$ cat src/design/rainbow_cycle_pattern_macros.svh
// assertion macros for the rainbow cycle pattern generator
`ifndef RAINBOW_CYCLE_PATTERN_MACROS_SVH
`define RAINBOW_CYCLE_PATTERN_MACROS_SVH

// same-cycle implication, checked out of reset
`define RCP_ASSERT_IMPLY(name, ante, cons) \
  name: assert property (@(posedge clk) disable iff (!rst_n) (ante) |-> (cons)) \
    else $error("rcp implication violated");

// next-cycle implication, checked out of reset
`define RCP_ASSERT_NEXT(name, ante, cons) \
  name: assert property (@(posedge clk) disable iff (!rst_n) (ante) |=> (cons)) \
    else $error("rcp next-cycle implication violated");

`endif

$ cat src/design/rcp_pkg.sv
// shared constants and types for the rainbow cycle pattern generator
package rcp_pkg;

  localparam int MAX_PIXELS  = 64;
  localparam int STEP_COUNT  = 255;
  localparam int DIV_STEPS   = 9;

  localparam logic [1:0] CFG_PIXEL_COUNT = 2'd0;
  localparam logic [1:0] CFG_BRIGHTNESS  = 2'd1;

  typedef struct packed {
    logic frame_start;
    logic div_step;
    logic div_first;
    logic pix_issue;
    logic step_adv;
  } rcp_cmd_t;

  typedef struct packed {
    logic adv;
    logic pix_last;
  } rcp_sts_t;

endpackage

$ cat src/design/rcp_ifs.sv
// handshake channel interfaces for the input, result and configuration words
interface rcp_in_if;
  logic valid;
  logic ready;
  logic frame_tick;
  modport source (output valid, output frame_tick, input ready);
  modport sink (input valid, input frame_tick, output ready);
endinterface

interface rcp_out_if;
  logic       valid;
  logic       ready;
  logic [5:0] pixel_index;
  logic [7:0] red;
  logic [7:0] green;
  logic [7:0] blue;
  logic       last_pixel;
  modport source (output valid, output pixel_index, output red, output green,
                  output blue, output last_pixel, input ready);
  modport sink (input valid, input pixel_index, input red, input green,
                input blue, input last_pixel, output ready);
endinterface

interface rcp_cfg_if;
  logic       valid;
  logic       ready;
  logic [1:0] index;
  logic [7:0] data;
  modport source (output valid, output index, output data, input ready);
  modport sink (input valid, input index, input data, output ready);
endinterface

$ cat src/design/rcp_ctrl.sv
// frame sequencer: divider setup, pixel issue and step advance
module rcp_ctrl (
  input  logic              clk,
  input  logic              rst_n,
  input  logic              in_valid,
  input  logic              in_tick,
  output logic              in_ready,
  input  rcp_pkg::rcp_sts_t sts,
  output rcp_pkg::rcp_cmd_t cmd
);

  localparam logic [1:0] ST_IDLE = 2'd0;
  localparam logic [1:0] ST_DIV  = 2'd1;
  localparam logic [1:0] ST_RUN  = 2'd2;

  logic [1:0] state_r, state_nxt;
  logic [3:0] div_cnt_r, div_cnt_nxt;

  assign in_ready = (state_r == ST_IDLE);

  always_comb begin
    state_nxt       = state_r;
    div_cnt_nxt     = div_cnt_r;
    cmd             = '0;
    case (state_r)
      ST_IDLE: begin
        if (in_valid && in_tick) begin
          cmd.frame_start = 1'b1;
          div_cnt_nxt     = '0;
          state_nxt       = ST_DIV;
        end
      end
      ST_DIV: begin
        cmd.div_step  = 1'b1;
        cmd.div_first = (div_cnt_r == '0);
        div_cnt_nxt   = div_cnt_r + 4'd1;
        if (div_cnt_r == 4'(rcp_pkg::DIV_STEPS - 1)) begin
          state_nxt = ST_RUN;
        end
      end
      ST_RUN: begin
        if (sts.adv) begin
          cmd.pix_issue = 1'b1;
          if (sts.pix_last) begin
            cmd.step_adv = 1'b1;
            state_nxt    = ST_IDLE;
          end
        end
      end
      default: begin
        state_nxt = ST_IDLE;
      end
    endcase
  end

  always_ff @(posedge clk) begin
    if (!rst_n) begin
      state_r   <= ST_IDLE;
      div_cnt_r <= '0;
    end else begin
      state_r   <= state_nxt;
      div_cnt_r <= div_cnt_nxt;
    end
  end

endmodule

$ cat src/design/rcp_datapath.sv
// config registers, 256/n divider, wheel position stepping and color pipeline
module rcp_datapath (
  input  logic              clk,
  input  logic              rst_n,
  input  logic              cfg_valid,
  input  logic [1:0]        cfg_index,
  input  logic [7:0]        cfg_data,
  input  rcp_pkg::rcp_cmd_t cmd,
  output rcp_pkg::rcp_sts_t sts,
  input  logic              out_ready,
  output logic              out_valid,
  output logic [5:0]        out_pixel_index,
  output logic [7:0]        out_red,
  output logic [7:0]        out_green,
  output logic [7:0]        out_blue,
  output logic              out_last
);

  logic [6:0] pix_count_r;
  logic [7:0] bright_r;
  logic [7:0] step_r;
  logic [6:0] n_eff;

  logic [6:0] rem_r;
  logic [8:0] quo_r;
  logic [7:0] div_sh;

  logic [5:0] idx_r;
  logic [8:0] ofs_r;
  logic [6:0] frac_r;
  logic [7:0] frac_sum;

  logic [7:0] pos, p, seg_q, tri_q, seg_lo;
  logic [7:0] wr, wg, wb;
  logic [8:0] step_inc;

  logic       s1_v_r, s2_v_r, s3_v_r;
  logic [5:0] s1_idx_r, s2_idx_r, s3_idx_r;
  logic       s1_last_r, s2_last_r, s3_last_r;
  logic [7:0] s1_r_r, s1_g_r, s1_b_r;
  logic [15:0] s2_r_r, s2_g_r, s2_b_r;
  logic [7:0] s3_r_r, s3_g_r, s3_b_r;
  logic       adv;

  function automatic logic [7:0] div255(input logic [15:0] x);
    logic [16:0] y;
    y = {1'b0, x} + 17'(x[15:8]) + 17'd1;
    return y[15:8];
  endfunction

  // pixel count clamp
  always_comb begin
    if (pix_count_r == '0) begin
      n_eff = 7'd1;
    end else if (pix_count_r > 7'(rcp_pkg::MAX_PIXELS)) begin
      n_eff = 7'(rcp_pkg::MAX_PIXELS);
    end else begin
      n_eff = pix_count_r;
    end
  end

  always_ff @(posedge clk) begin
    if (!rst_n) begin
      pix_count_r <= 7'(rcp_pkg::MAX_PIXELS);
      bright_r    <= 8'd255;
    end else if (cfg_valid) begin
      if (cfg_index == rcp_pkg::CFG_PIXEL_COUNT) begin
        pix_count_r <= cfg_data[6:0];
      end else if (cfg_index == rcp_pkg::CFG_BRIGHTNESS) begin
        bright_r <= cfg_data;
      end
    end
  end

  // restoring division of 256 by n
  assign div_sh = {rem_r, cmd.div_first};

  always_ff @(posedge clk) begin
    if (cmd.frame_start) begin
      rem_r <= '0;
      quo_r <= '0;
    end else if (cmd.div_step) begin
      if (div_sh >= {1'b0, n_eff}) begin
        rem_r <= 7'(div_sh - {1'b0, n_eff});
        quo_r <= {quo_r[7:0], 1'b1};
      end else begin
        rem_r <= div_sh[6:0];
        quo_r <= {quo_r[7:0], 1'b0};
      end
    end
  end

  // per-pixel wheel offset, floor(i*256/n) kept as quotient plus remainder
  assign frac_sum = {1'b0, frac_r} + {1'b0, rem_r};

  always_ff @(posedge clk) begin
    if (cmd.frame_start) begin
      idx_r  <= '0;
      ofs_r  <= '0;
      frac_r <= '0;
    end else if (cmd.pix_issue) begin
      idx_r <= idx_r + 6'd1;
      if (frac_sum >= {1'b0, n_eff}) begin
        frac_r <= 7'(frac_sum - {1'b0, n_eff});
        ofs_r  <= ofs_r + quo_r + 9'd1;
      end else begin
        frac_r <= frac_sum[6:0];
        ofs_r  <= ofs_r + quo_r;
      end
    end
  end

  assign sts.pix_last = ({1'b0, idx_r} == (n_eff - 7'd1));

  assign step_inc = {1'b0, step_r} + 9'd1;

  always_ff @(posedge clk) begin
    if (!rst_n) begin
      step_r <= '0;
    end else if (cmd.step_adv) begin
      step_r <= (step_inc >= 9'(rcp_pkg::STEP_COUNT)) ? 8'd0 : step_inc[7:0];
    end
  end

  // color wheel
  assign pos    = ofs_r[7:0] + step_r;
  assign p      = ~pos;
  assign seg_lo = (p < 8'd85) ? 8'd0 : (p < 8'd170) ? 8'd85 : 8'd170;
  assign seg_q  = p - seg_lo;
  assign tri_q  = {seg_q[6:0], 1'b0} + seg_q;

  always_comb begin
    if (p < 8'd85) begin
      wr = 8'd255 - tri_q;
      wg = 8'd0;
      wb = tri_q;
    end else if (p < 8'd170) begin
      wr = 8'd0;
      wg = tri_q;
      wb = 8'd255 - tri_q;
    end else begin
      wr = tri_q;
      wg = 8'd255 - tri_q;
      wb = 8'd0;
    end
  end

  // three-stage color pipeline, moves as a whole when the output is free
  assign adv       = !s3_v_r || out_ready;
  assign sts.adv   = adv;

  always_ff @(posedge clk) begin
    if (!rst_n) begin
      s1_v_r <= 1'b0;
      s2_v_r <= 1'b0;
      s3_v_r <= 1'b0;
    end else if (adv) begin
      s1_v_r <= cmd.pix_issue;
      s2_v_r <= s1_v_r;
      s3_v_r <= s2_v_r;
    end
  end

  always_ff @(posedge clk) begin
    if (adv) begin
      s1_idx_r  <= idx_r;
      s1_last_r <= sts.pix_last;
      s1_r_r    <= wr;
      s1_g_r    <= wg;
      s1_b_r    <= wb;
      s2_idx_r  <= s1_idx_r;
      s2_last_r <= s1_last_r;
      s2_r_r    <= 16'(s1_r_r) * 16'(bright_r);
      s2_g_r    <= 16'(s1_g_r) * 16'(bright_r);
      s2_b_r    <= 16'(s1_b_r) * 16'(bright_r);
      s3_idx_r  <= s2_idx_r;
      s3_last_r <= s2_last_r;
      s3_r_r    <= div255(s2_r_r);
      s3_g_r    <= div255(s2_g_r);
      s3_b_r    <= div255(s2_b_r);
    end
  end

  assign out_valid       = s3_v_r;
  assign out_pixel_index = s3_idx_r;
  assign out_red         = s3_r_r;
  assign out_green       = s3_g_r;
  assign out_blue        = s3_b_r;
  assign out_last        = s3_last_r;

endmodule

$ cat src/design/rainbow_cycle_pattern.sv
// top level of the rainbow cycle pattern generator
// Each accepted frame_tick word of 1 produces one result word per pixel, in pixel
// order, with the last pixel flagged; a tick of 0 is taken and produces nothing.
// A frame begins when the tick is taken; a setup follows in which an
// iterative restoring divider works out 256 / pixel_count one bit per cycle,
// then pixels are issued one per cycle while the color pipeline can advance
// (out_ready high or its last stage empty); each result passes, once its pixel
// is issued, through a three-stage color pipeline (wheel, brightness multiply,
// divide by 255). in_ready is high between frames: the next tick is taken in the
// cycle after the last pixel of a frame has been issued. Configuration writes
// are always taken.
module rainbow_cycle_pattern (
  input  logic       clk,
  input  logic       rst_n,
  rcp_in_if.sink     in_ch,
  rcp_out_if.source  out_ch,
  rcp_cfg_if.sink    cfg_ch
);

  `include "rainbow_cycle_pattern_macros.svh"

  rcp_pkg::rcp_cmd_t cmd;
  rcp_pkg::rcp_sts_t sts;

  assign cfg_ch.ready = 1'b1;

  rcp_ctrl u_ctrl (
    .clk      (clk),
    .rst_n    (rst_n),
    .in_valid (in_ch.valid),
    .in_tick  (in_ch.frame_tick),
    .in_ready (in_ch.ready),
    .sts      (sts),
    .cmd      (cmd)
  );

  rcp_datapath u_datapath (
    .clk             (clk),
    .rst_n           (rst_n),
    .cfg_valid       (cfg_ch.valid),
    .cfg_index       (cfg_ch.index),
    .cfg_data        (cfg_ch.data),
    .cmd             (cmd),
    .sts             (sts),
    .out_ready       (out_ch.ready),
    .out_valid       (out_ch.valid),
    .out_pixel_index (out_ch.pixel_index),
    .out_red         (out_ch.red),
    .out_green       (out_ch.green),
    .out_blue        (out_ch.blue),
    .out_last        (out_ch.last_pixel)
  );

  `RCP_ASSERT_IMPLY(a_issue_needs_room, cmd.pix_issue, sts.adv)
  `RCP_ASSERT_IMPLY(a_step_on_last, cmd.step_adv, cmd.pix_issue && sts.pix_last)
  `RCP_ASSERT_IMPLY(a_no_issue_when_ready, in_ch.ready, !cmd.pix_issue && !cmd.div_step)
  `RCP_ASSERT_NEXT(a_frame_starts_div, cmd.frame_start, cmd.div_step && cmd.div_first)

endmodule
$ cat src/flat_wrapper.sv
// flat-port wrapper written by rule: the top's interface ports become plain ports
module rainbow_cycle_pattern_flat 
  (clk, rst_n, in_ch_valid, in_ch_frame_tick, in_ch_ready, out_ch_valid, out_ch_pixel_index, out_ch_red, out_ch_green, out_ch_blue, out_ch_last_pixel, out_ch_ready, cfg_ch_valid, cfg_ch_index, cfg_ch_data, cfg_ch_ready);
  rcp_in_if in_ch_i ();
  rcp_out_if out_ch_i ();
  rcp_cfg_if cfg_ch_i ();
  input  logic clk;
  input  logic rst_n;
  input wire logic [$bits(in_ch_i.valid)-1:0] in_ch_valid;
  input wire logic [$bits(in_ch_i.frame_tick)-1:0] in_ch_frame_tick;
  output wire logic [$bits(in_ch_i.ready)-1:0] in_ch_ready;
  output wire logic [$bits(out_ch_i.valid)-1:0] out_ch_valid;
  output wire logic [$bits(out_ch_i.pixel_index)-1:0] out_ch_pixel_index;
  output wire logic [$bits(out_ch_i.red)-1:0] out_ch_red;
  output wire logic [$bits(out_ch_i.green)-1:0] out_ch_green;
  output wire logic [$bits(out_ch_i.blue)-1:0] out_ch_blue;
  output wire logic [$bits(out_ch_i.last_pixel)-1:0] out_ch_last_pixel;
  input wire logic [$bits(out_ch_i.ready)-1:0] out_ch_ready;
  input wire logic [$bits(cfg_ch_i.valid)-1:0] cfg_ch_valid;
  input wire logic [$bits(cfg_ch_i.index)-1:0] cfg_ch_index;
  input wire logic [$bits(cfg_ch_i.data)-1:0] cfg_ch_data;
  output wire logic [$bits(cfg_ch_i.ready)-1:0] cfg_ch_ready;
  assign in_ch_i.valid = in_ch_valid;
  assign in_ch_i.frame_tick = in_ch_frame_tick;
  assign in_ch_ready = in_ch_i.ready;
  assign out_ch_valid = out_ch_i.valid;
  assign out_ch_pixel_index = out_ch_i.pixel_index;
  assign out_ch_red = out_ch_i.red;
  assign out_ch_green = out_ch_i.green;
  assign out_ch_blue = out_ch_i.blue;
  assign out_ch_last_pixel = out_ch_i.last_pixel;
  assign out_ch_i.ready = out_ch_ready;
  assign cfg_ch_i.valid = cfg_ch_valid;
  assign cfg_ch_i.index = cfg_ch_index;
  assign cfg_ch_i.data = cfg_ch_data;
  assign cfg_ch_ready = cfg_ch_i.ready;
  rainbow_cycle_pattern u_core (.clk(clk), .rst_n(rst_n), .in_ch(in_ch_i), .out_ch(out_ch_i), .cfg_ch(cfg_ch_i));
endmodule
$ cat config.mk
export PLATFORM = sky130hd
export DESIGN_NAME = rainbow_cycle_pattern_flat
export DESIGN_NICKNAME = d
export VERILOG_FILES = /design/src/design/rcp_pkg.sv /design/src/design/rcp_ifs.sv /design/src/design/rcp_ctrl.sv /design/src/design/rcp_datapath.sv /design/src/design/rainbow_cycle_pattern.sv /design/src/flat_wrapper.sv
export VERILOG_INCLUDE_DIRS = /design/src /design/src/design
export SDC_FILE = /design/constraint.sdc
export NUM_CORES = 1
export LEC_CHECK = 0
export BUFFER_PORTS_ARGS = -buffer_cell sky130_fd_sc_hd__buf_2
export CORE_MARGIN = 10
export CORE_UTILIZATION = 58
export DETAILED_ROUTE_END_ITERATION = 10
export PLACE_DENSITY = 0.83
export SYNTH_ARGS = -nofsm -noshare
export SYNTH_HDL_FRONTEND = slang
export SYNTH_SLANG_ARGS = --single-unit
$ cat constraint.sdc
create_clock -name clk -period 5 [get_ports clk]
set_input_delay 0.5 -clock clk [delete_from_list [all_inputs] [get_ports clk]]
set_output_delay 0.5 -clock clk [all_outputs]
set_load 0.01 [all_outputs]
# [After elaboration in Yosys (flattened, before gate mapping)]
# Cells that the tools add are included.
[classes] n_addsub=19 mul=3 div_mod_pow=0 n_lt_le_gt_ge=6 n_eq_ne=9 n_shift=0 muxes=27 n_bitwise=2 reduce_logical=12
[ops] operator="$mux 8" count=8
[ops] operator="$add 16x1->16 const B" count=3
[ops] operator="$add 16x8->16" count=3
[ops] operator="$mul 8x8->16" count=3
[ops] operator="$mux 7" count=4
[ops] operator="$add 8x8->8" count=2
[ops] operator="$ge 8x7->1" count=2
[ops] operator="$mux 2" count=7
[ops] operator="$sub 7x7->7" count=2
[ops] operator="$add 8x1->9 const B" count=1
[ops] operator="$add 9x1->9 const B" count=1
[ops] operator="$add 9x9->9" count=1
[ops] operator="$ge 9x8->1 const B" count=1
[ops] operator="$mux 9" count=1
[ops] operator="$add 7x7->8" count=1
[ops] operator="$lt 8x7->1 const B" count=1
[ops] operator="$lt 8x8->1 const B" count=1
[ops] operator="$not 8->8" count=1
[ops] operator="$pmux 4 s2" count=1
[ops] operator="$sub 8x8->8" count=1
[ops] operator="$sub 8x8->8 const A" count=1
[ops] operator="$eq 6x7->1" count=1
[ops] operator="$gt 7x7->1 const B" count=1
[ops] operator="$logic_not 7->1" count=1
[ops] operator="other kinds (21)" count=29
[word_totals] ff_bits=187 latchBits=0 ram_bits=0 romBits=0 in_bits=16 output_inout_bits=34 wordCells=106 memories=0

# [Longest topological paths before layout]
# Gate-level depths: netlist (run 1).
[logic_depth] word_depth=10 mapped_depth=26 ltp_nobuf=26

# [Cells and area by module]
# Synthesis (run 1) repeated with hierarchy kept, for this count alone.
[unflattened] hier_cells=1643 hier_area_um2=16214.3
[by_module_without_submodules] module="rcp_datapath" n_inst=1 cells_each=1600 area_each_um2=15849.0
[by_module_without_submodules] module="rcp_ctrl" n_inst=1 cells_each=41 area_each_um2=354.1
[by_module_without_submodules] module="rainbow_cycle_pattern" n_inst=1 cells_each=2 area_each_um2=11.3

# [Worst setup path before layout (run 1)]
# OpenSTA, ideal clock, no wires.
[synth_path] kind="flip-flop to flip-flop" start="register u_core.u_datapath.step_r[0]" end="register u_core.u_datapath.s1_r_r[7], data pin" setup_ns=0.260 arrival_ns=5.251 t_required_ns=4.740 path_slack_ns=-0.510 path_stages_with_launch=25 period_less_slack_ns=5.510 cell_sequence="dfxtp_1 > ha_1 > inv_1 > fa_1 > nor2b_1 > o31a_1 > mux2_2 > or2_2 > inv_1 > a21oi_1 > mux2i_1 > inv_1 > ha_1 > fa_1 > inv_1 > ha_1 > fa_1 > a211oi_1 > o21bai_1 > a21oi_1 > xor2_1 > xnor2_1 > xnor2_1 > ha_1 > mux2_2"
[synth_between] elab_chain_len=9
[synth_lines] element="start: declaration" line_no="rcp_datapath.sv:21" text="logic [7:0] step_r;"
[synth_lines] element="start signal: assignment" line_no="rcp_datapath.sv:121" text="step_r <= (step_inc >= 9'(rcp_pkg::STEP_COUNT)) ? 8'd0 : step_inc[7:0];"
[synth_lines] element="$add 8x8->8 *" line_no="rcp_datapath.sv:126" text="assign pos = ofs_r[7:0] + step_r;"
[synth_lines] element="$not 8->8 *" line_no="rcp_datapath.sv:127" text="assign p = ~pos;"
[synth_lines] element="$lt 8x8->1" line_no="rcp_datapath.sv:128, rcp_datapath.sv:137"
[synth_lines] element="$mux 8 (2 in series)" line_no="rcp_datapath.sv:128" text="assign seg_lo = (p < 8'd85) ? 8'd0 : (p < 8'd170) ? 8'd85 : 8'd170;"
[synth_lines] element="$sub 8x8->8" line_no="rcp_datapath.sv:129" text="assign seg_q = p - seg_lo;"
[synth_lines] element="$add 8x8->8" line_no="rcp_datapath.sv:130" text="assign tri_q = {seg_q[6:0], 1'b0} + seg_q;"
[synth_lines] element="$sub 8x8->8 / $mux 8 (equally long branches)" line_no="rcp_datapath.sv:134, rcp_datapath.sv:137"
[synth_lines] element="$mux 8 *" line_no="rcp_datapath.sv:133" text="if (p < 8'd85) begin"
[synth_lines] element="named net u_core.u_datapath.wr[7]" line_no="rcp_datapath.sv:34" text="logic [7:0] wr, wg, wb;"
[synth_lines] element="end signal: assignment" line_no="rcp_datapath.sv:168" text="s1_r_r <= wr;"
[synth_lines] element="end: declaration" line_no="rcp_datapath.sv:40" text="logic [7:0] s1_r_r, s1_g_r, s1_b_r;"
# The timed path passes the listed nets; every way through them passes the cells marked *.
# A chain may end at the register's enable or synchronous reset.

# [Final worst setup path (run 1)]
[layout_path] start="register u_core.u_datapath.ofs_r[0]" end="register u_core.u_datapath.s1_g_r[7], data pin"
[layout_between] elab_chain_len=9
[layout_lines] element="start: declaration" line_no="rcp_datapath.sv:29" text="logic [8:0] ofs_r;"
[layout_lines] element="start signal: assignment" line_no="rcp_datapath.sv:105" text="ofs_r <= ofs_r + quo_r + 9'd1;"
[layout_lines] element="start signal: assignment" line_no="rcp_datapath.sv:108" text="ofs_r <= ofs_r + quo_r;"
[layout_lines] element="$add 8x8->8 *" line_no="rcp_datapath.sv:126"
[layout_lines] element="$not 8->8 *" line_no="rcp_datapath.sv:127"
[layout_lines] element="$lt 8x8->1" line_no="rcp_datapath.sv:128, rcp_datapath.sv:137"
[layout_lines] element="$mux 8 (2 in series)" line_no="rcp_datapath.sv:128"
[layout_lines] element="$sub 8x8->8" line_no="rcp_datapath.sv:129"
[layout_lines] element="$add 8x8->8" line_no="rcp_datapath.sv:130"
[layout_lines] element="$sub 8x8->8" line_no="rcp_datapath.sv:143" text="wg = 8'd255 - tri_q;"
[layout_lines] element="$mux 8" line_no="rcp_datapath.sv:137" text="end else if (p < 8'd170) begin"
[layout_lines] element="end signal: assignment" line_no="rcp_datapath.sv:169" text="s1_g_r <= wg;"
[layout_lines] element="end: declaration" line_no="rcp_datapath.sv:40"
# Mark *: on every way between the ends. The rest lies on a longest branch, timed or not.

==> results of run 1 <==
-- final timing paths --
kind | from | slack (ns) | cells after the start | endpoint
max | u_core.u_datapath.ofs_r[0] | -0.08 | 24 | u_core.u_datapath.s1_g_r[7]
min | cfg_ch_data[4] | 0.30 | 3 | u_core.u_datapath.bright_r[4]
max reg2reg | u_core.u_datapath.ofs_r[0] | -0.08 | 24 | u_core.u_datapath.s1_g_r[7]
min reg2reg | u_core.u_datapath.s2_last_r | 0.42 | 0 | u_core.u_datapath.out_last
-- per-layer routing --
| metal | GRT usage [%] | up-vias |
|---|---|---|
| met1 | 22.8 | 5858 |
| met5 | 0 | - |
| met4 | 6.67 | 0 |
| li1 | - | 5785 |
| met2 | 35.4 | 266 |
| met3 | 2.85 | 72 |
-- cells by family (layout without fill, tap and decap cells) --
family / after synthesis / count (layout) / share of synthesized area, %
compound gates: 261 / 261 / 10.3
mux: 26 / 26 / 1.70
other cells: 1 / 1 / 0.0232
simple gates: 542 / 542 / 17.1
buf+inv: 232 / 316 / 5.47
fa+ha+maj: 314 / 314 / 29.7
flops: 185 / 185 / 30.2
xor+xnor: 102 / 102 / 5.53
-- power by group --
group / switching (uW) / internal (uW) / total (uW)
logic: 1020 / 828 / 1850
clock network: 689 / 671 / 1360
registers: 126 / 1830 / 1960
-- through the flow --
step	setup slack, ns	utilization [%]	power [uW]	setup TNS (ns)	hold slack [ns]
final	-0.0768	64.7	5170	-0.0850	0.302
after global routing	-0.228	64.7	5510	-0.453	0.323
after CTS	0.0207	64.2	5180	0	0.284
after detailed placement	-0.134	61.9	3820	-0.225	0.405
after global placement	-0.00707	61.9	3720	-0.00707	0.400
after floorplan	-0.0588	-	3410	-0.0807	0.400
-- what timing repair did --
| item | CTS | global route |
|---|---|---|
| setup endpoints to repair | 2 | 13 |
| setup buffers | 4 | 5 |
| pin swaps | 15 | 11 |
| resized for setup | 9 | 26 |
-- area by class of cell --
class                      count  area (um2)  share of cell area [%]
multi-input combinational   1246       10600                    59.4
sequential                   185        4880                    27.3
inverter                     188         711                    3.98
timing repair buffer          96         604                    3.38
tap                          378         473                    2.65
clock buffer                  18         429                    2.40
clock inverter                14         151                   0.847
-- placed cells by master (no fill, tap or decap), types with 17 or more instances in the layout --
master	count
a21o_1	17
nor2b_1	26
o21ai_0	53
xor2_1	30
dfxtp_1	62
clkbuf_16	17
fa_1	112
buf_4	47
edfxtp_1	117
inv_1	183
and2_1	132
a21oi_1	70
nor3_1	21
nor2_1	65
nand3_1	40
buf_2	48
o211ai_1	18
nand2_1	168
o21a_1	19
xnor2_1	65
ha_1	192
-- critical path, cell delays in order, from the launching register on --
cell and delay [ns]:
dfxtp_2 0.36, ha_4 0.14, inv_2 0.04, fa_2 0.34, nor2b_2 0.14, o31a_1 0.18, mux2_4 0.30, or2_4 0.24
inv_4 0.08, a21oi_4 0.04, mux2i_4 0.18, inv_2 0.06, ha_4 0.17, fa_2 0.52, inv_2 0.06, ha_4 0.16
fa_2 0.36, a211oi_2 0.21, o21bai_1 0.11, a21oi_2 0.20, xor2_2 0.19, xnor2_2 0.15, xnor2_1 0.16, ha_2 0.31
and2_4 0.14
==> qor.csv, run 1 <==
stage,metric,value,unit
logic_synthesis,yosysSeqAreaShare,30.2,%
route,via_per_inst,5.64,
worst_setup_path,required,5.20,ns
sta,setup_violations,2,
route,wl_met3,1350,um
finish,num_antenna_cells,0,
route,ant_nets,0,
finish,stdcell_count,2125,
global_route,gr-total-overflow,0,
place,dp_hpwl,25400,um
route,vias,12000,
floorplanning,die_area,34900,um2
route,drt-met1-wl,14000,um
finish,final_nets,2064,
global_route,track_usage,19.4,%
logic_synthesis,yosysTopAreaCell,edfxtp_1,
logic_synthesis,synth_top_area_share,21.8,%
worst_setup_path,critPathKind,reg2reg,
logic_synthesis,yosysUniqueCellTypes,67,
clock_tree,cts_buffers,17,
clock_tree,cts.clk_slew.worst_paths,0.08,ns
sta,fin_ws,-0.0768,ns
route,drcViolationCount,0,
place,place_inst,2086,
global_route,grt_max_degree,73,
floorplanning,ioPinCount,50,
status,status,"complete, but fails checks",
place,placed_cell_area,17100,um2
job,maxCapViolations,0,
sta,max_slew_margin,39.1,%
worst_setup_path,cp-end-kind,flip-flop,
floorplanning,row_count,61,
logic_synthesis,synth_common_cells,"199 x ha_1, 188 x inv_1, 168 x nand2_1",
finish,drive_above_1_share,11.2,%
route,routed_wl,33600,um
place,gp_congestion,0.895,
clock_tree,cts_sinks,185,
worst_setup_path,start_kind,flip-flop,
sta,timing.final.crit_period,5.08,ns
clock_tree,ctsHoldBuffers,0,
logic_synthesis,postSynthAreaPerCell,9.71,um2
sta,hold_viol,0,
global_route,grt_pass1_wl,57900,um
floorplanning,start_util,58.4,%
clock_tree,clk_latency,0.44,ns
route,routedWlPerCell,15.8,um
place,io_buffers,48,
route,drt-initial-drc-count,617,
worst_setup_path,cp.arrival,5.28,ns
sta,worstMarginPinSlew,0.914,ns
route,routed.top_layer,met4,
logic_synthesis,synth_edf_count,117,
global_route,grt_antenna_before_repair,0,
route,dr.pass1.iters,5,
logic_synthesis,synth_nets,1993,
logic_synthesis,ys_ff_latch,185,
logic_synthesis,async_reset_ff_share,0,%
logic_synthesis,synth_flop_cell,edfxtp_1,
global_route,grt_pass1_vias,12400,
clock_tree,cts_tree,built,
logic_synthesis,yosys-top-cells-area,"edfxtp_1 22%, ha_1 15%, fa_1 14%",
status,failed_checks,negative setup slack,
logic_synthesis,syn_inst,1663,
logic_synthesis,post-synth-top-count-cell,ha_1,
sta,rsz0062_at_grt,true,
power_and_ir_drop,leakage,0.00861,uW
sta,finalCritPeriodShare,102,%
floorplanning,die_w,187,um
route,wl_met2,17500,um
sta,final_max_slew_viol_count,0,
finish,design_area,17900,um2
sta,fin_skew,0.0119,ns
clock_tree,cts_max_level,4,
worst_setup_path,path_max_fanout,4,
power_and_ir_drop,vdd_drop_max,0.252,mV
clock_tree,clockBufferDepth,2,
finish,reg.largest.list,"u_core.u_datapath.s2_b_r x16, u_core.u_datapath.s2_g_r x16, u_core.u_datapath.s2_r_r x16",
sta,fmax,197,MHz
floorplanning,core-area,27600,um2
logic_synthesis,synth_area,16100,um2
clock_tree,root_buffer,clkbuf_16,
hold_path,hp-class,in2reg,
finish,fill_cells,2092,
power_and_ir_drop,power.density,289,nW/um2
logic_synthesis,yosys_warnings,0,
finish,area_growth,10.7,%
floorplanning,die_h,187,um
(Power assumes the default switching activity.)
==> run 2, diff against run 1 <==
CORE_UTILIZATION = 65   (was 58)
PLACE_DENSITY = 0.88   (was 0.83)
clock period = 6.4 ns   (was 5 ns; I/O delays follow)
==> qor.csv, run 2 (same netlist as run 1, synthesis figures left out) <==
stage,metric,value,unit,change
status,status,finished clean,,
clock_tree,post_cts_resized,0,,-9
sta,hold_viol,0,,unchanged
floorplanning,die_h,178,um,-4.9%
route,routed.top_layer,met4,,
worst_setup_path,path_max_fanout,6,,+2
worst_setup_path,slowest_stage,fa_1,,
worst_setup_path,cp-end-kind,flip-flop,,
clock_tree,clk_latency,0.46,ns,+0.02 ns
clock_tree,cts_tree,built,,
worst_setup_path,reg2reg_slack,0.45,ns,+0.53 ns
floorplanning,die_area,31500,um2,-9.6%
finish,stdcell_count,2030,,-4.5%
worst_setup_path,r2r_start,u_core.u_datapath.ofs_r[0],,
clock_tree,cts_buffers,17,,unchanged
finish,drive_above_1_share,6.51,%,-4.7 points
sta,finalCritPeriodShare,92.9,%,-8.6 points
route,routed_wl,34500,um,+2.8%
finish,fill_cells,1686,,-19%
worst_setup_path,crit_start,u_core.u_datapath.ofs_r[0],,
clock_tree,clockBufferDepth,2,,unchanged
finish,design_area,17200,um2,-3.5%
clock_tree,cts_sinks,185,,unchanged
clock_tree,cts.clk_slew.worst_paths,0.08,ns,about the same
place,place_inst,1998,,-4.2%
clock_tree,root_buffer,clkbuf_16,,
sta,setup_violations,0,,-2
worst_setup_path,cp.arrival,6.14,ns,+0.86 ns
finish,reg.largest.list,"u_core.u_datapath.s2_b_r x16, u_core.u_datapath.s2_g_r x16, u_core.u_datapath.s2_r_r x16",,
global_route,grt_pass1_vias,12300,,-0.96%
sta,timing.final.crit_period,5.95,ns,+0.870 ns
power_and_ir_drop,seq_power_share,37.9,%,about the same
sta,worstMarginPinSlew,1.17,ns,+0.252 ns
power_and_ir_drop,p_sw_share,35.7,%,+0.21 points
hold_path,hp-class,reg2reg,,
route,dr.pass1.iters,5,,unchanged
power_and_ir_drop,power.switching,1450,uW,-21%
finish,num_antenna_cells,0,,unchanged
finish,layout_common_cells,"199 x ha_1, 187 x inv_1, 168 x nand2_1, 133 x and2_1, 117 x edfxtp_1",,
floorplanning,row_count,57,,-6.6%
finish,final_nets,2023,,-2.0%
route,drcViolationCount,0,,unchanged
worst_setup_path,r2r-end,u_core.u_datapath.s1_r_r[7],,
power_and_ir_drop,vdd_drop_max,0.275,mV,+9.0%
route,vias,12000,,+0.42%
sta,rsz0062_at_grt,false,,
route,via_per_inst,5.93,,+5.1%
worst_setup_path,r2r_cells,25,,+4.2%
worst_setup_path,required,6.59,ns,+1.39 ns
clock_tree,ctsHoldBuffers,0,,unchanged
route,drt-initial-drc-count,1023,,+66%
worst_setup_path,start_kind,flip-flop,,
clock_tree,cts_max_level,4,,unchanged
route,routedWlPerCell,17.0,um,+7.6%
global_route,grt_max_degree,74,,+1.4%
worst_setup_path,critPathKind,reg2reg,,
finish,multi_input_area,10400,um2,-2.1%
route,wl_met3,1840,um,+36%
clock_tree,post_cts_buffers,0,,-4
power_and_ir_drop,leakage,0.00835,uW,-3.0%
route,wl_met2,17800,um,+1.9%
global_route,gr-total-overflow,0,,unchanged
floorplanning,die_w,178,um,-4.9%
route,ant_nets,0,,unchanged
finish,final-seq-area,4880,um2,-0.18%
route,drt-met1-wl,14100,um,+1.1%
power_and_ir_drop,combPwrFrac,36.4,%,+0.6 points
sta,max_slew_margin,22.2,%,-17 points
finish,final_common_cell,ha_1,,
worst_setup_path,crit_path_max_incr_delay,0.49,ns,-0.03 ns
floorplanning,core-area,24400,um2,-12%
sta,final_max_slew_viol_count,0,,unchanged
place,placed_cell_area,16700,um2,-2.5%
place,dp_hpwl,25500,um,+0.31%
worst_setup_path,crit_end,u_core.u_datapath.s1_r_r[7],,
power_and_ir_drop,power.density,235,nW/um2,-19%
sta,tns,0,ns,+0.0850 ns
global_route,grt_pass1_wl,58400,um,+0.94%
job,maxCapViolations,0,,unchanged
floorplanning,start_util,66.2,%,+7.8 points
power_and_ir_drop,clkPwrFrac,25.6,%,-0.7 points
place,io_buffers,48,,unchanged
floorplanning,ioPinCount,50,,unchanged
finish,area_growth,6.80,%,
sta,fin_skew,0.0232,ns,+0.0113 ns
global_route,track_usage,22.4,%,+3.0 points
global_route,grt_antenna_before_repair,0,,unchanged
place,gp_congestion,0.917,,+2.4%
sta,fmax,168,MHz,-15%
power_and_ir_drop,cellInternalPower,2600,uW,-22%
-- run 2: cell types whose count changed in the layout (fill, tap and decap cells not counted), sizes merged --
cell	previous run	this run
buf	96	55
inv	196	194
clkinvlp	3	0
clkinv	3	8
-- run 2: layout make-up --
cell class              instances  share of cell area [%]
clock inverters                14                   0.784
repair buffers                 55                    1.70
flip-flops and latches        185                    28.3
clock buffers                  18                    2.49
inverters                     188                    4.11
well taps                     324                    2.35
multi-input cells            1246                    60.3
-- run 2: routing by layer --
metal  global-route usage, %  up-vias
met5                       0        -
li1                        -     5695
met1                    27.0     5858
met4                    7.29        0
met3                    3.34       73
met2                    40.3      405
-- run 2: worst max-delay path, delay by kind of cell, from the launching register on --
kind,cells,cell delay [ns]
adder cells (fa/ha/maj),7,2.15
AO/OA/AOI/OAI,5,0.80
multiplexers,3,0.76
XOR/XNOR,3,0.59
buffers and inverters,5,0.51
AND/OR/NAND/NOR,2,0.49
flip-flops,1,0.38
-- run 2: stage by stage --
stage / util [%] / hold slack [ns] / worst slack, ns / power (uW)
2_1_floorplan: - / 0.400 / 0.890 / 2670
3_3_place_gp: 68.3 / 0.401 / 0.660 / 2900
3_5_place_dp: 68.3 / 0.405 / 0.460 / 2990
4_1_cts: 70.7 / 0.423 / 0.377 / 4050
5_1_grt: 70.7 / 0.432 / 0.0331 / 4300
6_report: 70.7 / 0.424 / 0.453 / 4050
-- run 2: worst min path at each step --
stage	from	to	cells after the start
6_report	u_core.u_datapath.s1_idx_r[1]	u_core.u_datapath.s2_idx_r[1]	0
4_1_cts	u_core.u_datapath.s1_idx_r[3]	u_core.u_datapath.s2_idx_r[3]	0
3_5_place_dp	u_core.u_datapath.s1_idx_r[2]	u_core.u_datapath.s2_idx_r[2]	0
2_1_floorplan	u_core.u_datapath.s2_last_r	u_core.u_datapath.out_last	0
3_3_place_gp	u_core.u_datapath.s1_idx_r[0]	u_core.u_datapath.s2_idx_r[0]	0
5_1_grt	cfg_ch_data[7]	u_core.u_datapath.bright_r[7]	3
-- run 2: power by group through the flow --
stage / Combinational [uW] / Sequential, uW / Clock, uW
floorplan: 1140 / 1530 / 0
global placement: 1340 / 1560 / 0
detailed placement: 1430 / 1560 / 0
CTS: 1470 / 1530 / 1040
global route: 1660 / 1550 / 1090
finish: 1480 / 1540 / 1040
==> run 3, diff against run 2 <==
SYNTH_HIERARCHICAL = 1   (was default)
==> qor.csv, run 3 <==
stage,metric,value,unit,change
sta,setup_violations,0,,unchanged
clock_tree,ctsHoldBuffers,0,,unchanged
sta,hold_viol,0,,unchanged
route,routedWlPerCell,16.9,um,-0.77%
floorplanning,ioPinCount,50,,unchanged
finish,drive_above_1_share,6.39,%,-0.12 points
power_and_ir_drop,power.switching,1420,uW,-1.7%
logic_synthesis,synth_common_cells,"199 x ha_1, 189 x inv_1, 154 x nand2_1",,
global_route,grt_antenna_before_repair,0,,unchanged
place,dp_hpwl,25000,um,-2.0%
floorplanning,die_area,31700,um2,+0.38%
logic_synthesis,synth_edf_count,117,,unchanged
worst_setup_path,cp_top_family,adder cells,,
clock_tree,post_cts_resized,0,,unchanged
clock_tree,clockBufferDepth,2,,unchanged
sta,fin_skew,0.0166,ns,-0.00663 ns
place,place_inst,1982,,-0.80%
power_and_ir_drop,power.density,232,nW/um2,-1.2%
logic_synthesis,postSynthAreaPerCell,9.87,um2,+1.6%
place,io_buffers,48,,unchanged
route,routed_wl,34000,um,-1.5%
sta,max_slew_margin,35.2,%,+13 points
sta,finalCritPeriodShare,89.9,%,-3.0 points
worst_setup_path,crit_chain,ha_1 -> inv_1 -> fa_1 -> nor2b_1 -> o21ai_1 -> a21o_1 -> a211oi_2 -> a21o_1 -> mux2_2 -> inv_1 -> ha_1 -> fa_1 -> inv_1 -> ha_1 -> fa_1 -> a21o_1 -> a21oi_1 -> o21ai_0 -> xnor3_1 -> xnor2_1 -> ha_1 -> mux2_1,,
worst_setup_path,cp-end-kind,flip-flop,,
floorplanning,row_count,57,,unchanged
route,drcViolationCount,0,,unchanged
clock_tree,clk_latency,0.46,ns,about the same
sta,timing.final.crit_period,5.76,ns,-0.191 ns
worst_setup_path,start_kind,flip-flop,,
finish,final_nets,2007,,-0.79%
power_and_ir_drop,cellInternalPower,2610,uW,+0.29%
floorplanning,die_h,178,um,+0.19%
clock_tree,cts_buffers,17,,unchanged
finish,layout_common_cells,"199 x ha_1, 189 x inv_1, 154 x nand2_1, 129 x and2_1, 117 x edfxtp_1",,
worst_setup_path,cp_num_buf_inv,3,,-2
floorplanning,start_util,66.3,%,+0.088 points
worst_setup_path,slowest_stage,fa_1,,
logic_synthesis,syn_inst,1643,,-1.2%
route,dr.pass1.iters,5,,unchanged
worst_setup_path,critPathKind,reg2reg,,
clock_tree,cts_tree,built,,
finish,area_growth,7.21,%,
worst_setup_path,crit_path_max_incr_delay,0.49,ns,about the same
sta,worstMarginPinSlew,0.970,ns,-0.196 ns
finish,final_common_cell,ha_1,,
worst_setup_path,cpMostUsedCell,ha_1,,
global_route,grt_max_degree,66,,-11%
clock_tree,cts_sinks,185,,unchanged
status,status,finished clean,,
global_route,gr-total-overflow,0,,unchanged
global_route,grt_pass1_vias,12600,,+2.1%
logic_synthesis,async_reset_ff_share,0,%,unchanged
global_route,grt_pass1_wl,58400,um,about the same
power_and_ir_drop,p_sw_share,35.3,%,-0.46 points
floorplanning,die_w,178,um,+0.19%
clock_tree,cts.clk_slew.worst_paths,0.09,ns,about the same
route,vias,12000,,-0.47%
sta,fmax,174,MHz,+3.3%
logic_synthesis,post-synth-top-count-cell,ha_1,,
global_route,track_usage,22.3,%,-0.12 points
logic_synthesis,synth_area,16200,um2,+0.43%
finish,reg.largest.list,"u_core/u_datapath/s2_b_r x16, u_core/u_datapath/s2_g_r x16, u_core/u_datapath/s2_r_r x16",,
logic_synthesis,yosysTopAreaCell,edfxtp_1,,
logic_synthesis,yosysSeqAreaShare,30.1,%,-0.13 points
route,ant_nets,0,,unchanged
finish,stdcell_count,2014,,-0.79%
logic_synthesis,yosys-top-cells-area,"edfxtp_1 22%, ha_1 15%, fa_1 14%",,
logic_synthesis,synth_top_area_share,21.7,%,-0.092 points
sta,rsz0062_at_grt,false,,
floorplanning,core-area,24500,um2,+0.29%
power_and_ir_drop,leakage,0.00831,uW,-0.45%
logic_synthesis,synth_flop_cell,edfxtp_1,,
logic_synthesis,yosys_warnings,6,,+6
power_and_ir_drop,seq_power_share,37.7,%,-0.2 points
route,via_per_inst,5.95,,+0.32%
worst_setup_path,path_max_fanout,6,,unchanged
clock_tree,root_buffer,clkbuf_16,,
logic_synthesis,ys_ff_latch,185,,unchanged
power_and_ir_drop,combPwrFrac,34.4,%,-2.0 points
place,gp_congestion,0.911,,-0.63%
route,drt-initial-drc-count,795,,-22%
hold_path,hp-class,reg2reg,,
sta,tns,0,ns,unchanged
logic_synthesis,yosysUniqueCellTypes,81,,+21%
sta,final_max_slew_viol_count,0,,unchanged
power_and_ir_drop,vdd_drop_max,0.209,mV,-24%
finish,num_antenna_cells,0,,unchanged
clock_tree,post_cts_buffers,0,,unchanged
power_and_ir_drop,clkPwrFrac,27.9,%,+2.3 points
clock_tree,cts_max_level,4,,unchanged
worst_setup_path,cp.arrival,5.95,ns,-0.19 ns
job,maxCapViolations,0,,unchanged
logic_synthesis,synth_nets,1973,,-1.0%
worst_setup_path,required,6.59,ns,about the same
run 3: changes by cell type in the layout (fill, tap and decap cells not counted), sizes merged, moves of 5 or more:
cell,delta
a21oi,-27
a311oi,+6
mux2i,+7
nand2,-13
nand2b,-7
nand3,-9
nand3b,-7
nor2,+28
nor2b,+5
o211ai,-9
o21a,+9
o21ai,-7
or2,-5
run 3: through the flow:
stage	cell area [um2]	power (uW)	hold WS [ns]	utilization [%]	setup WS [ns]
floorplan	16200	2580	0.400	-	1.07
CTS	17400	4040	0.417	71.1	0.688
global route	17400	4290	0.425	71.1	0.344
global placement	16700	2820	0.402	68.5	1.03
detailed placement	16700	2890	0.405	68.5	0.815
finish	17400	4030	0.415	71.1	0.644
run 3: power by group through the flow:
stage / combinational, uW / sequential (uW) / clock, uW
after floorplan: 1070 / 1520 / 0
after global placement: 1280 / 1540 / 0
after detailed placement: 1350 / 1550 / 0
after CTS: 1380 / 1520 / 1140
after global routing: 1570 / 1530 / 1190
final: 1390 / 1520 / 1120
run 3: logic make-up (layout without fill, tap and decap cells):
group / after synthesis / count (layout) / share of synthesized area [%]
XOR/XNOR: 103 / 103 / 5.69
AO/OA/AOI/OAI: 240 / 240 / 10.3
adder cells (fa/ha/maj): 314 / 314 / 29.6
multiplexers: 36 / 36 / 2.34
other: 1 / 1 / 0.0231
buffers and inverters: 230 / 277 / 5.46
AND/OR/NAND/NOR: 534 / 534 / 16.6
flip-flops: 185 / 185 / 30.1
run 3: path summary, 6_finish.rpt:
kind	start	cells after the start	slack, ns	to
setup / recovery	u_core/u_datapath/step_r[0]	22	0.64	u_core/u_datapath/s1_r_r[7]
hold / removal	u_core/u_datapath/s2_idx_r[2]	0	0.41	u_core/u_datapath/out_pixel_index[2]
setup reg to reg	u_core/u_datapath/step_r[0]	22	0.64	u_core/u_datapath/s1_r_r[7]
hold reg to reg	u_core/u_datapath/s2_idx_r[2]	0	0.41	u_core/u_datapath/out_pixel_index[2]
run 3: worst register-to-register path, delay by kind of cell (launching register included):
family	cells	cell delay (ns)
AND/OR/NAND/NOR	1	0.14
adder cells (fa/ha/maj)	7	2.17
multiplexers	2	0.53
XOR/XNOR	2	0.58
flip-flops	1	0.42
buffers and inverters	3	0.20
AO/OA/AOI/OAI	7	1.45
run 3: final cells by class:
| type | instances | area, um2 |
|---|---|---|
| Multi-Input combinational cell | 1228 | 10500 |
| Fill cell | 1640 | 7080 |
| Sequential cell | 185 | 4870 |
| Inverter | 190 | 713 |
| Clock buffer | 19 | 475 |
| Tap cell | 324 | 405 |
| Timing Repair Buffer | 55 | 293 |
| Clock inverter | 13 | 158 |
run 3: per-layer routing:
layer / routed length [um] / global-route usage, % / vias to the layer above
li1: - / - / 5659
met1: 13700 / 26.3 / 5848
met2: 17400 / 39.4 / 377
met3: 1820 / 4.10 / 90
met4: 1030 / 8.96 / 0
met5: 0 / 0 / -
